### config.mk
export PLATFORM = sky130hd
export DESIGN_NAME = running_statistics_min_max_mean_var_flat
export DESIGN_NICKNAME = d
export VERILOG_FILES = /design/src/sv/rstat_pkg.sv /design/src/sv/rstat_if.sv /design/src/sv/running_statistics_min_max_mean_var.sv /design/src/sv/rstat_front.sv /design/src/sv/rstat_queue.sv /design/src/sv/rstat_div.sv /design/src/sv/rstat_back.sv /design/src/flat_wrapper.sv
export SDC_FILE = /design/constraint.sdc
export NUM_CORES = 2
export LEC_CHECK = 0
export BUFFER_PORTS_ARGS = -buffer_cell sky130_fd_sc_hd__buf_2
export CORE_MARGIN = 8
export CORE_UTILIZATION = 50
export CTS_CLUSTER_SIZE = 16
export DETAILED_ROUTE_END_ITERATION = 16
export HOLD_SLACK_MARGIN = 0.08
export PLACE_DENSITY = 0.7
export REMOVE_ABC_BUFFERS = 1
export SLEW_MARGIN = 5
export SYNTH_ARGS = -nofsm -noshare
export SYNTH_HDL_FRONTEND = slang
export SYNTH_SLANG_ARGS = --single-unit
export TNS_END_PERCENT = 100
### constraint.sdc
create_clock -name clk -period 16.87 [get_ports clk]
set_clock_uncertainty 0.1 [all_clocks]
set_input_delay 0.8435 -clock clk [delete_from_list [all_inputs] [get_ports clk]]
set_output_delay 0.8435 -clock clk [all_outputs]
set_load 0.03 [all_outputs]
### src/sv/rstat_pkg.sv
// Shared definitions for the running statistics block.
// Holds the item kind codes and the state type of the result sequencer.
// Depends on nothing.
package rstat_pkg;

  // Kind field of an input word.
  localparam logic KIND_SAMPLE = 1'b0;
  localparam logic KIND_FINISH = 1'b1;

  // Result sequencer states, one-hot.
  typedef enum logic [5:0] {
    ST_IDLE = 6'b000001,
    ST_MUL  = 6'b000010,
    ST_SQR  = 6'b000100,
    ST_DIVM = 6'b001000,
    ST_DIVV = 6'b010000,
    ST_OUT  = 6'b100000
  } back_state_t;

endpackage

### src/sv/rstat_if.sv
// Valid/ready channel interfaces for the running statistics block.
// rstat_in_if carries sample and finish words, rstat_out_if carries results.
// Depends on nothing.
interface rstat_in_if #(
  parameter int SAMPLE_BITS = 16
);
  logic                   valid;
  logic                   ready;
  logic                   kind;
  logic [SAMPLE_BITS-1:0] sample;

  modport source (output valid, kind, sample, input ready);
  modport sink (input valid, kind, sample, output ready);
endinterface

interface rstat_out_if #(
  parameter int SAMPLE_BITS   = 16,
  parameter int COUNT_BITS    = 16,
  parameter int FRACTION_BITS = 16
);
  logic                                  valid;
  logic                                  ready;
  logic [COUNT_BITS-1:0]                 count;
  logic [SAMPLE_BITS-1:0]                maximum;
  logic [SAMPLE_BITS-1:0]                minimum;
  logic [SAMPLE_BITS+FRACTION_BITS-1:0]  mean_q16;
  logic [2*SAMPLE_BITS+FRACTION_BITS-3:0] variance_q16;
  logic                                  empty_res;
  logic                                  overflow;

  modport source (output valid, count, maximum, minimum, mean_q16, variance_q16,
                  empty_res, overflow, input ready);
  modport sink (input valid, count, maximum, minimum, mean_q16, variance_q16,
                empty_res, overflow, output ready);
endinterface

### src/sv/running_statistics_min_max_mean_var.sv
// Streaming min/max/mean/variance. A sample word is accepted every cycle and
// accumulated through a two-stage front end (square, then add). A finish word
// hands a snapshot of the set to a two-entry queue and clears the set in the
// same cycle, so sampling goes on at once. The result sequencer forms n*sumsq
// and n^2, then sum^2, by shift and add, then runs the bit-serial divider for
// the mean and then the variance, on a dividend of NUM bits, where NUM is
// min(64, 2*SAMPLE_BITS + 2*COUNT_BITS); it takes the next set from the queue
// only once the last result is taken. An empty set presents its result in the
// cycle after it leaves the queue. When the queue is full, a further finish
// word stalls the input until the sequencer frees an entry.
// Depends on rstat_pkg, rstat_if, rstat_front, rstat_queue, rstat_div and
// rstat_back.
module running_statistics_min_max_mean_var #(
  parameter int SAMPLE_BITS   = 16,
  parameter int COUNT_BITS    = 16,
  parameter int FRACTION_BITS = 16
) (
  input  logic        clk,
  input  logic        rst,
  rstat_in_if.sink    samples,
  rstat_out_if.source results
);
  localparam int SUM_BITS = SAMPLE_BITS + COUNT_BITS;
  localparam int SQ_BITS  = 2 * SAMPLE_BITS + COUNT_BITS;
  localparam int Q_WIDTH  = COUNT_BITS + SUM_BITS + SQ_BITS + 2 * SAMPLE_BITS + 1;

  logic                   push_valid;
  logic                   push_ready;
  logic                   pop_valid;
  logic                   pop_ready;
  logic [Q_WIDTH-1:0]     push_data;
  logic [Q_WIDTH-1:0]     pop_data;

  logic [COUNT_BITS-1:0]  f_count;
  logic [SUM_BITS-1:0]    f_sum;
  logic [SQ_BITS-1:0]     f_sqsum;
  logic [SAMPLE_BITS-1:0] f_max;
  logic [SAMPLE_BITS-1:0] f_min;
  logic                   f_drop;

  logic [COUNT_BITS-1:0]  e_count;
  logic [SUM_BITS-1:0]    e_sum;
  logic [SQ_BITS-1:0]     e_sqsum;
  logic [SAMPLE_BITS-1:0] e_max;
  logic [SAMPLE_BITS-1:0] e_min;
  logic                   e_drop;

  rstat_front #(
    .SAMPLE_BITS (SAMPLE_BITS),
    .COUNT_BITS  (COUNT_BITS)
  ) u_front (
    .clk        (clk),
    .rst        (rst),
    .samples    (samples),
    .push_valid (push_valid),
    .push_ready (push_ready),
    .snap_count (f_count),
    .snap_sum   (f_sum),
    .snap_sqsum (f_sqsum),
    .snap_max   (f_max),
    .snap_min   (f_min),
    .snap_drop  (f_drop)
  );

  assign push_data = {f_count, f_sum, f_sqsum, f_max, f_min, f_drop};

  rstat_queue #(
    .WIDTH (Q_WIDTH)
  ) u_queue (
    .clk        (clk),
    .rst        (rst),
    .push_valid (push_valid),
    .push_ready (push_ready),
    .push_data  (push_data),
    .pop_valid  (pop_valid),
    .pop_ready  (pop_ready),
    .pop_data   (pop_data)
  );

  assign {e_count, e_sum, e_sqsum, e_max, e_min, e_drop} = pop_data;

  rstat_back #(
    .SAMPLE_BITS   (SAMPLE_BITS),
    .COUNT_BITS    (COUNT_BITS),
    .FRACTION_BITS (FRACTION_BITS)
  ) u_back (
    .clk     (clk),
    .rst     (rst),
    .q_valid (pop_valid),
    .q_ready (pop_ready),
    .e_count (e_count),
    .e_sum   (e_sum),
    .e_sqsum (e_sqsum),
    .e_max   (e_max),
    .e_min   (e_min),
    .e_drop  (e_drop),
    .results (results)
  );

endmodule

### src/sv/rstat_front.sv
// Front end: registers each word with the square of its sample, then
// accumulates count, sum, sum of squares, max and min. A finish word pushes
// a snapshot of the set into the queue and clears it. Depends on rstat_pkg, rstat_if.
module rstat_front #(
  parameter int SAMPLE_BITS = 16,
  parameter int COUNT_BITS  = 16
) (
  input  logic                                  clk,
  input  logic                                  rst,
  rstat_in_if.sink                              samples,
  output logic                                  push_valid,
  input  logic                                  push_ready,
  output logic [COUNT_BITS-1:0]                 snap_count,
  output logic [SAMPLE_BITS+COUNT_BITS-1:0]     snap_sum,
  output logic [2*SAMPLE_BITS+COUNT_BITS-1:0]   snap_sqsum,
  output logic [SAMPLE_BITS-1:0]                snap_max,
  output logic [SAMPLE_BITS-1:0]                snap_min,
  output logic                                  snap_drop
);
  localparam int SUM_BITS = SAMPLE_BITS + COUNT_BITS;
  localparam int SQR_BITS = 2 * SAMPLE_BITS;
  localparam int SQ_BITS  = 2 * SAMPLE_BITS + COUNT_BITS;

  logic                   a_valid;
  logic                   a_kind;
  logic [SAMPLE_BITS-1:0] a_sample;
  logic [SQR_BITS-1:0]    a_square;
  logic [SQR_BITS-1:0]    square;
  logic                   a_take;

  logic [COUNT_BITS-1:0]  sample_count;
  logic [SUM_BITS-1:0]    running_sum;
  logic [SQ_BITS-1:0]     running_square_sum;
  logic [SAMPLE_BITS-1:0] running_max;
  logic [SAMPLE_BITS-1:0] running_min;
  logic                   dropped_flag;

  assign square = SQR_BITS'(samples.sample) * SQR_BITS'(samples.sample);

  // A finish word leaves the register stage only when the queue has room.
  assign a_take = a_valid && ((a_kind == rstat_pkg::KIND_SAMPLE) || push_ready);
  assign samples.ready = !a_valid || a_take;
  assign push_valid = a_valid && (a_kind == rstat_pkg::KIND_FINISH);

  assign snap_count = sample_count;
  assign snap_sum   = running_sum;
  assign snap_sqsum = running_square_sum;
  assign snap_max   = running_max;
  assign snap_min   = running_min;
  assign snap_drop  = dropped_flag;

  always_ff @(posedge clk) begin
    if (rst) begin
      a_valid <= 1'b0;
    end else if (samples.valid && samples.ready) begin
      a_valid <= 1'b1;
    end else if (a_take) begin
      a_valid <= 1'b0;
    end
  end

  always_ff @(posedge clk) begin
    if (samples.valid && samples.ready) begin
      a_kind   <= samples.kind;
      a_sample <= samples.sample;
      a_square <= square;
    end
  end

  always_ff @(posedge clk) begin
    if (rst) begin
      sample_count       <= '0;
      running_sum        <= '0;
      running_square_sum <= '0;
      running_max        <= '0;
      running_min        <= '1;
      dropped_flag       <= 1'b0;
    end else if (a_take) begin
      if (a_kind == rstat_pkg::KIND_FINISH) begin
        sample_count       <= '0;
        running_sum        <= '0;
        running_square_sum <= '0;
        running_max        <= '0;
        running_min        <= '1;
        dropped_flag       <= 1'b0;
      end else if (sample_count == '1) begin
        dropped_flag <= 1'b1;
      end else begin
        sample_count       <= sample_count + COUNT_BITS'(1);
        running_sum        <= running_sum + SUM_BITS'(a_sample);
        running_square_sum <= running_square_sum + SQ_BITS'(a_square);
        if (a_sample > running_max) begin
          running_max <= a_sample;
        end
        if (a_sample < running_min) begin
          running_min <= a_sample;
        end
      end
    end
  end

endmodule

### src/sv/rstat_queue.sv
// Two-entry queue that holds finished set snapshots between the front end
// and the result sequencer. Depends on nothing.
module rstat_queue #(
  parameter int WIDTH = 8
) (
  input  logic             clk,
  input  logic             rst,
  input  logic             push_valid,
  output logic             push_ready,
  input  logic [WIDTH-1:0] push_data,
  output logic             pop_valid,
  input  logic             pop_ready,
  output logic [WIDTH-1:0] pop_data
);
  localparam int DEPTH = 2;

  logic [WIDTH-1:0] mem [DEPTH];
  logic             wr_ptr;
  logic             rd_ptr;
  logic [1:0]       fill;
  logic             do_push;
  logic             do_pop;

  assign push_ready = (fill != 2'(DEPTH));
  assign pop_valid  = (fill != 2'd0);
  assign pop_data   = mem[rd_ptr];
  assign do_push    = push_valid && push_ready;
  assign do_pop     = pop_valid && pop_ready;

  always_ff @(posedge clk) begin
    if (rst) begin
      wr_ptr <= 1'b0;
      rd_ptr <= 1'b0;
      fill   <= 2'd0;
    end else begin
      if (do_push) begin
        wr_ptr <= !wr_ptr;
      end
      if (do_pop) begin
        rd_ptr <= !rd_ptr;
      end
      if (do_push && !do_pop) begin
        fill <= fill + 2'd1;
      end else if (do_pop && !do_push) begin
        fill <= fill - 2'd1;
      end
    end
  end

  always_ff @(posedge clk) begin
    if (do_push) begin
      mem[wr_ptr] <= push_data;
    end
  end

endmodule

### src/sv/rstat_div.sv
// Restoring divider, one quotient bit per cycle. Returns the low bits of
// floor(dividend * 2^F_BITS / divisor). Depends on nothing.
module rstat_div #(
  parameter int N_BITS = 64,
  parameter int D_BITS = 32,
  parameter int F_BITS = 16,
  parameter int Q_BITS = 46
) (
  input  logic              clk,
  input  logic              rst,
  input  logic              go,
  input  logic [N_BITS-1:0] dividend,
  input  logic [D_BITS-1:0] divisor,
  output logic              done,
  output logic [Q_BITS-1:0] quotient
);
  localparam int TOTAL = N_BITS + F_BITS;
  localparam int CW    = $clog2(TOTAL + 1);

  logic              busy;
  logic [CW-1:0]     cnt;
  logic [TOTAL-1:0]  dvd;
  logic [D_BITS-1:0] dvs;
  logic [D_BITS-1:0] rem;
  logic [Q_BITS-1:0] quo;
  logic [D_BITS:0]   r2;
  logic [D_BITS:0]   diff;
  logic              fits;

  assign r2       = {rem, dvd[TOTAL-1]};
  assign diff     = r2 - {1'b0, dvs};
  assign fits     = (r2 >= {1'b0, dvs});
  assign quotient = quo;

  always_ff @(posedge clk) begin
    if (rst) begin
      busy <= 1'b0;
      done <= 1'b0;
      cnt  <= '0;
    end else begin
      done <= 1'b0;
      if (go) begin
        busy <= 1'b1;
        cnt  <= CW'(TOTAL);
      end else if (busy) begin
        cnt <= cnt - CW'(1);
        if (cnt == CW'(1)) begin
          busy <= 1'b0;
          done <= 1'b1;
        end
      end
    end
  end

  always_ff @(posedge clk) begin
    if (go) begin
      dvd <= TOTAL'(dividend) << F_BITS;
      dvs <= divisor;
      rem <= '0;
      quo <= '0;
    end else if (busy) begin
      dvd <= dvd << 1;
      rem <= fits ? diff[D_BITS-1:0] : r2[D_BITS-1:0];
      quo <= {quo[Q_BITS-2:0], fits};
    end
  end

endmodule

### src/sv/rstat_back.sv
// Result sequencer: takes a set snapshot, forms n*sumsq - sum^2 and n^2 by
// shift and add, runs the shared divider for mean and variance, and holds the
// result word until it is taken. Depends on rstat_pkg, rstat_if, rstat_div.
module rstat_back #(
  parameter int SAMPLE_BITS   = 16,
  parameter int COUNT_BITS    = 16,
  parameter int FRACTION_BITS = 16
) (
  input  logic                                clk,
  input  logic                                rst,
  input  logic                                q_valid,
  output logic                                q_ready,
  input  logic [COUNT_BITS-1:0]               e_count,
  input  logic [SAMPLE_BITS+COUNT_BITS-1:0]   e_sum,
  input  logic [2*SAMPLE_BITS+COUNT_BITS-1:0] e_sqsum,
  input  logic [SAMPLE_BITS-1:0]              e_max,
  input  logic [SAMPLE_BITS-1:0]              e_min,
  input  logic                                e_drop,
  rstat_out_if.source                         results
);
  localparam int SUM_BITS  = SAMPLE_BITS + COUNT_BITS;
  localparam int FULL_BITS = 2 * SAMPLE_BITS + 2 * COUNT_BITS;
  localparam int NUM_BITS  = (FULL_BITS > 64) ? 64 : FULL_BITS;
  localparam int DEN_BITS  = 2 * COUNT_BITS;
  localparam int MEAN_BITS = SAMPLE_BITS + FRACTION_BITS;
  localparam int VAR_BITS  = 2 * SAMPLE_BITS - 2 + FRACTION_BITS;

  rstat_pkg::back_state_t state;

  logic [COUNT_BITS-1:0]  n;
  logic [SUM_BITS-1:0]    sum;
  logic [SAMPLE_BITS-1:0] smax;
  logic [SAMPLE_BITS-1:0] smin;
  logic                   drop;
  logic [NUM_BITS-1:0]    acc;
  logic [NUM_BITS-1:0]    mc;
  logic [DEN_BITS-1:0]    den;
  logic [DEN_BITS-1:0]    mcd;
  logic [COUNT_BITS-1:0]  mp_n;
  logic [SUM_BITS-1:0]    mp_s;
  logic                   div_go;
  logic                   div_done;
  logic [NUM_BITS-1:0]    div_dividend;
  logic [DEN_BITS-1:0]    div_divisor;
  logic [VAR_BITS-1:0]    div_quo;

  logic [COUNT_BITS-1:0]  r_count;
  logic [SAMPLE_BITS-1:0] r_max;
  logic [SAMPLE_BITS-1:0] r_min;
  logic [MEAN_BITS-1:0]   r_mean;
  logic [VAR_BITS-1:0]    r_var;
  logic                   r_empty;
  logic                   r_ovf;

  assign q_ready = (state == rstat_pkg::ST_IDLE);

  assign results.valid        = (state == rstat_pkg::ST_OUT);
  assign results.count        = r_count;
  assign results.maximum      = r_max;
  assign results.minimum      = r_min;
  assign results.mean_q16     = r_mean;
  assign results.variance_q16 = r_var;
  assign results.empty_res    = r_empty;
  assign results.overflow     = r_ovf;

  // The divider is used twice: sum / n for the mean, then numerator / n^2.
  assign div_dividend = (state == rstat_pkg::ST_DIVV) ? acc : NUM_BITS'(sum);
  assign div_divisor  = (state == rstat_pkg::ST_DIVV) ? den : DEN_BITS'(n);

  rstat_div #(
    .N_BITS (NUM_BITS),
    .D_BITS (DEN_BITS),
    .F_BITS (FRACTION_BITS),
    .Q_BITS (VAR_BITS)
  ) u_div (
    .clk      (clk),
    .rst      (rst),
    .go       (div_go),
    .dividend (div_dividend),
    .divisor  (div_divisor),
    .done     (div_done),
    .quotient (div_quo)
  );

  always_ff @(posedge clk) begin
    if (rst) begin
      state  <= rstat_pkg::ST_IDLE;
      div_go <= 1'b0;
    end else begin
      div_go <= 1'b0;
      case (state)
        rstat_pkg::ST_IDLE: begin
          if (q_valid) begin
            state <= (e_count == '0) ? rstat_pkg::ST_OUT : rstat_pkg::ST_MUL;
          end
        end
        rstat_pkg::ST_MUL: begin
          if (mp_n == '0) begin
            state <= rstat_pkg::ST_SQR;
          end
        end
        rstat_pkg::ST_SQR: begin
          if (mp_s == '0) begin
            state  <= rstat_pkg::ST_DIVM;
            div_go <= 1'b1;
          end
        end
        rstat_pkg::ST_DIVM: begin
          if (div_done) begin
            state  <= rstat_pkg::ST_DIVV;
            div_go <= 1'b1;
          end
        end
        rstat_pkg::ST_DIVV: begin
          if (div_done) begin
            state <= rstat_pkg::ST_OUT;
          end
        end
        rstat_pkg::ST_OUT: begin
          if (results.ready) begin
            state <= rstat_pkg::ST_IDLE;
          end
        end
        default: begin
          state <= rstat_pkg::ST_IDLE;
        end
      endcase
    end
  end

  always_ff @(posedge clk) begin
    case (state)
      rstat_pkg::ST_IDLE: begin
        if (q_valid) begin
          n    <= e_count;
          sum  <= e_sum;
          smax <= e_max;
          smin <= e_min;
          drop <= e_drop;
          acc  <= '0;
          den  <= '0;
          mc   <= NUM_BITS'(e_sqsum);
          mcd  <= DEN_BITS'(e_count);
          mp_n <= e_count;
          if (e_count == '0) begin
            r_count <= '0;
            r_max   <= '0;
            r_min   <= '0;
            r_mean  <= '0;
            r_var   <= '0;
            r_empty <= 1'b1;
            r_ovf   <= e_drop;
          end
        end
      end
      rstat_pkg::ST_MUL: begin
        // n * sumsq and n * n share the bits of n, low bit first.
        if (mp_n != '0) begin
          if (mp_n[0]) begin
            acc <= acc + mc;
            den <= den + mcd;
          end
          mc   <= mc << 1;
          mcd  <= mcd << 1;
          mp_n <= mp_n >> 1;
        end else begin
          mc   <= NUM_BITS'(sum);
          mp_s <= sum;
        end
      end
      rstat_pkg::ST_SQR: begin
        if (mp_s != '0) begin
          if (mp_s[0]) begin
            acc <= acc - mc;
          end
          mc   <= mc << 1;
          mp_s <= mp_s >> 1;
        end
      end
      rstat_pkg::ST_DIVM: begin
        if (div_done) begin
          r_mean <= div_quo[MEAN_BITS-1:0];
        end
      end
      rstat_pkg::ST_DIVV: begin
        if (div_done) begin
          r_var   <= div_quo;
          r_count <= n;
          r_max   <= smax;
          r_min   <= smin;
          r_empty <= 1'b0;
          r_ovf   <= drop;
        end
      end
      default: begin
      end
    endcase
  end

endmodule
### src/flat_wrapper.sv
// flat-port wrapper written by rule: the top's interface ports become plain ports
module running_statistics_min_max_mean_var_flat 
#(
  parameter int SAMPLE_BITS   = 16,
  parameter int COUNT_BITS    = 16,
  parameter int FRACTION_BITS = 16
)
  (clk, rst, samples_valid, samples_kind, samples_sample, samples_ready, results_valid, results_count, results_maximum, results_minimum, results_mean_q16, results_variance_q16, results_empty_res, results_overflow, results_ready);
  rstat_in_if #(.SAMPLE_BITS(SAMPLE_BITS)) samples_i ();
  rstat_out_if #(.SAMPLE_BITS(SAMPLE_BITS), .COUNT_BITS(COUNT_BITS), .FRACTION_BITS(FRACTION_BITS)) results_i ();
  input  logic clk;
  input  logic rst;
  input wire logic [$bits(samples_i.valid)-1:0] samples_valid;
  input wire logic [$bits(samples_i.kind)-1:0] samples_kind;
  input wire logic [$bits(samples_i.sample)-1:0] samples_sample;
  output wire logic [$bits(samples_i.ready)-1:0] samples_ready;
  output wire logic [$bits(results_i.valid)-1:0] results_valid;
  output wire logic [$bits(results_i.count)-1:0] results_count;
  output wire logic [$bits(results_i.maximum)-1:0] results_maximum;
  output wire logic [$bits(results_i.minimum)-1:0] results_minimum;
  output wire logic [$bits(results_i.mean_q16)-1:0] results_mean_q16;
  output wire logic [$bits(results_i.variance_q16)-1:0] results_variance_q16;
  output wire logic [$bits(results_i.empty_res)-1:0] results_empty_res;
  output wire logic [$bits(results_i.overflow)-1:0] results_overflow;
  input wire logic [$bits(results_i.ready)-1:0] results_ready;
  assign samples_i.valid = samples_valid;
  assign samples_i.kind = samples_kind;
  assign samples_i.sample = samples_sample;
  assign samples_ready = samples_i.ready;
  assign results_valid = results_i.valid;
  assign results_count = results_i.count;
  assign results_maximum = results_i.maximum;
  assign results_minimum = results_i.minimum;
  assign results_mean_q16 = results_i.mean_q16;
  assign results_variance_q16 = results_i.variance_q16;
  assign results_empty_res = results_i.empty_res;
  assign results_overflow = results_i.overflow;
  assign results_i.ready = results_ready;
  running_statistics_min_max_mean_var #(.SAMPLE_BITS(SAMPLE_BITS), .COUNT_BITS(COUNT_BITS), .FRACTION_BITS(FRACTION_BITS)) u_core (.clk(clk), .rst(rst), .samples(samples_i), .results(results_i));
endmodule
==> impl_metrics.env <==
export IMPL_outcome="complete, no violations"
export IMPL_io_buffers=150
export IMPL_fin_crit_ps=6977
export IMPL_cts_setup_buffers=0
export IMPL_drtIter0Drc=2790
export IMPL_synth_seq_cells=1079
export IMPL_cts_resized_gates=0
export IMPL_numCtsBuffers=112
export IMPL_final_nets=5980
export IMPL_clk_latency_ps=740
export IMPL_fillers=9875
export IMPL_crit_start="samples_sample[9]"
export IMPL_cap_violations=0
export IMPL_rsz0062_at_grt="false"
export IMPL_critPathMaxFanout=14
export IMPL_synth_cell_types=86
export IMPL_synth_edf_count=850
export IMPL_dieArea_um2=129700
export IMPL_worstHoldStart="samples_kind"
export IMPL_hold_viol=0
export IMPL_fin_util_pct=55.50
export IMPL_p_leak_nw=26.07
export IMPL_ant_nets=0
export IMPL_drc=0
export IMPL_num_antenna_cells=0
export IMPL_syn_mean_instance_area_um2=10.93
export IMPL_end_kind="flop"
export IMPL_drt_wl_total_mm=130.4
export IMPL_antenna_found_initial=0
export IMPL_design_area_um2=65360
export IMPL_grt_max_degree=95
export IMPL_final_cell_mix="edfxtp_1 (850), nor2_1 (544), nand2_1 (500)"
export IMPL_clk_pin_slew_ps=60
export IMPL_ir_drop_v=0.0001614
export IMPL_finalSetupTns_ps=0
export IMPL_fmax_ghz=0.1433
export IMPL_drv_slew=0
export IMPL_async_flop_share_pct=0
export IMPL_ys_warn_count=0
export IMPL_dr_pass1_iters=5
export IMPL_drive_above_1_share_pct=9.482
export IMPL_track_usage_pct=19.54
export IMPL_via_count=39980
export IMPL_cp_arrival_ps=7300
export IMPL_grt_pass1_vias=39590
export IMPL_rows=126
export IMPL_reg2reg_from="u_core.u_back.mc[2]$_DFFE_PP_"
export IMPL_htree_levels=3
export IMPL_maxSlewHeadroom_pct=19.96
export IMPL_hold_class="input port to flop"
export IMPL_netlist_instances=5416
export IMPL_grt_pass1_wl_mm=210.6
export IMPL_grt_overflow_total=0
export IMPL_die_h_um=360.1
export IMPL_critPathLaunchType="input port"
export IMPL_wl_per_cell_um=18.33
export IMPL_fp_dieW_um=360.1
export IMPL_synth_flop_cell="edfxtp_1"
export IMPL_vias_per_cell=5.619
export IMPL_seq_area_frac_synth_pct=50.85
export IMPL_hold_ws_ps=180.9
export IMPL_criticalPathCategory="input port to flop"
export IMPL_worstPathRequired_ps=17190
export IMPL_power_density_nw_per_um2=189.6
export IMPL_fin_crit_sh_pct=41.36
export IMPL_routabilityCongestion=0.8835
export IMPL_post_dp_cell_area_um2=61380
export IMPL_final_common_cell="edfxtp_1"
export IMPL_syn_to_final_growth_pct=10.39
export IMPL_core_um2=117800
export IMPL_syn_area_um2=59210
export IMPL_clock_tree_buffer_depth=3
export IMPL_cts_sinks=1079
export IMPL_tightest_slew_ps=1185
export IMPL_setup_viol=0
export IMPL_clockRootBuffer="clkbuf_16"
export IMPL_dpl_hpwl_mm=91.04
export IMPL_holdBufCountCts=0
export IMPL_cts_tree="built"
export IMPL_ios=151
export IMPL_start_util_pct=50.28
-- Yosys cell counts (8+ instances only) --
master,number,share of area (%)
nand2b_1,30,0.32
a21oi_1,271,2.3
nand3_1,68,0.57
mux2i_1,139,2.3
xnor2_1,145,2.1
a211oi_1,43,0.55
or4_1,14,0.18
buf_1,13,0.082
o211ai_1,16,0.20
a31o_2,11,0.16
nor3_1,88,0.74
dfxtp_1,229,7.7
a221o_1,36,0.61
or3_1,24,0.25
nor2_1,548,3.5
a21o_1,123,1.6
nand4_1,65,0.69
o21bai_1,31,0.39
a31oi_1,59,0.62
o31ai_1,26,0.33
a311oi_1,8,0.12
and2_1,230,2.4
o41ai_1,13,0.19
fa_1,168,5.7
mux2_2,82,1.6
or2_2,14,0.15
nor4_1,35,0.37
clkbuf_1,224,1.4
xor2_1,121,1.8
nand2_1,503,3.2
nor3b_1,13,0.16
or3b_2,18,0.27
and3_1,35,0.37
o21a_1,33,0.42
edfxtp_1,850,43
o21ai_0,177,1.5
ha_1,312,6.6
nor2b_1,29,0.31
o2bb2ai_1,34,0.50
a22oi_1,19,0.24
nand3b_1,9,0.11
inv_1,404,2.6
-- kinds of logic after synthesis --
logic type / share of synthesized area, %
and+or+nand+nor: 13.97
DFF: 50.85
AOI/OAI and AO/OA: 10.90
buffers and inverters: 4.165
adders and majority gates: 12.27
xor gates and xnor gates: 3.935
muxes: 3.909
-- stage by stage --
| stage | setup WS (ps) | std cells | power [mW] |
|---|---|---|---|
| 2_1_floorplan | 6287 | 5172 | 8.444 |
| 3_3_place_gp | 9265 | 6901 | 9.654 |
| 3_5_place_dp | 9202 | 6901 | 9.764 |
| 4_1_cts | 9933 | 7115 | 12.45 |
| 5_1_grt | 9588 | 7115 | 13.24 |
| 6_report | 9893 | 7115 | 12.40 |
-- power breakdown --
group          internal, mW  switching [mW]
clock                  1.54            1.08
combinational          2.16            3.50
sequential             3.76           0.357
total                  7.46            4.94
-- critical path: stages --
cell and delay [ps]:
buf_2 270, inv_1 210, nor2_1 240, ha_1 290, xnor2_1 230, fa_1 490, fa_1 480, fa_1 530
fa_1 540, inv_1 50, fa_1 530, inv_1 40, ha_1 360, a2111o_1 420, a211oi_1 150, o21ai_0 190
a221oi_1 640, o2111a_1 380, o31ai_1 110, a21oi_1 200, xnor2_1 80
-- sequential cells by signal, indices dropped and copies added (netlist names), 30 cells and up, named ones only --
name and cells:
u_core.u_back.results.mean_q16 32, u_core.u_back.u_div.quotient 46, u_core.u_queue.mem 258, u_core.u_front.snap_sum 32, u_core.u_back.u_div.dvd 64, u_core.u_front.snap_sqsum 48
u_core.u_back.sum 32, u_core.u_back.den 32, u_core.u_back.u_div.rem 32, u_core.u_back.u_div.dvs 32, u_core.u_back.acc 64, u_core.u_back.mp_s 32
u_core.u_back.results.variance_q16 46, u_core.u_back.mcd 32, u_core.u_front.a_square 30, u_core.u_back.mc 64
-- worst paths after layout --
path / slack (ps) / depth (start not counted) / end
setup / recovery: 9890 / 21 / u_core.u_front.a_square[31]$_DFFE_PP_
hold / removal: 180 / 1 / u_core.u_front.a_kind$_DFFE_PP_
setup reg to reg: 10450 / 18 / u_core.u_back.acc[60]$_SDFFCE_PP0P_
hold reg to reg: 330 / 0 / u_core.u_queue.mem[1][112]$_DFFE_PP_
-- per-layer routing --
layer / wire [µm] / up-vias / GRT usage (%)
met5: 0 / - / 0
met4: 2922 / 0 / 4.911
met3: 6472 / 206 / 2.952
met2: 62840 / 953 / 33.53
met1: 58200 / 19480 / 25.99
li1: - / 19340 / -
-- cell type report --
| class | count | area (µm²) | share of cell area [%] |
|---|---|---|---|
| well taps | 1536 | 1922 | 2.940 |
| multi-input cells | 3688 | 26750 | 40.92 |
| clock inverters | 67 | 864.6 | 1.323 |
| inverters | 405 | 1521 | 2.328 |
| flip-flops and latches | 1079 | 30120 | 46.08 |
| clock buffers | 147 | 3114 | 4.765 |
| repair buffers | 193 | 1074 | 1.642 |
No activity file was read; power rests on OpenSTA's default activity.
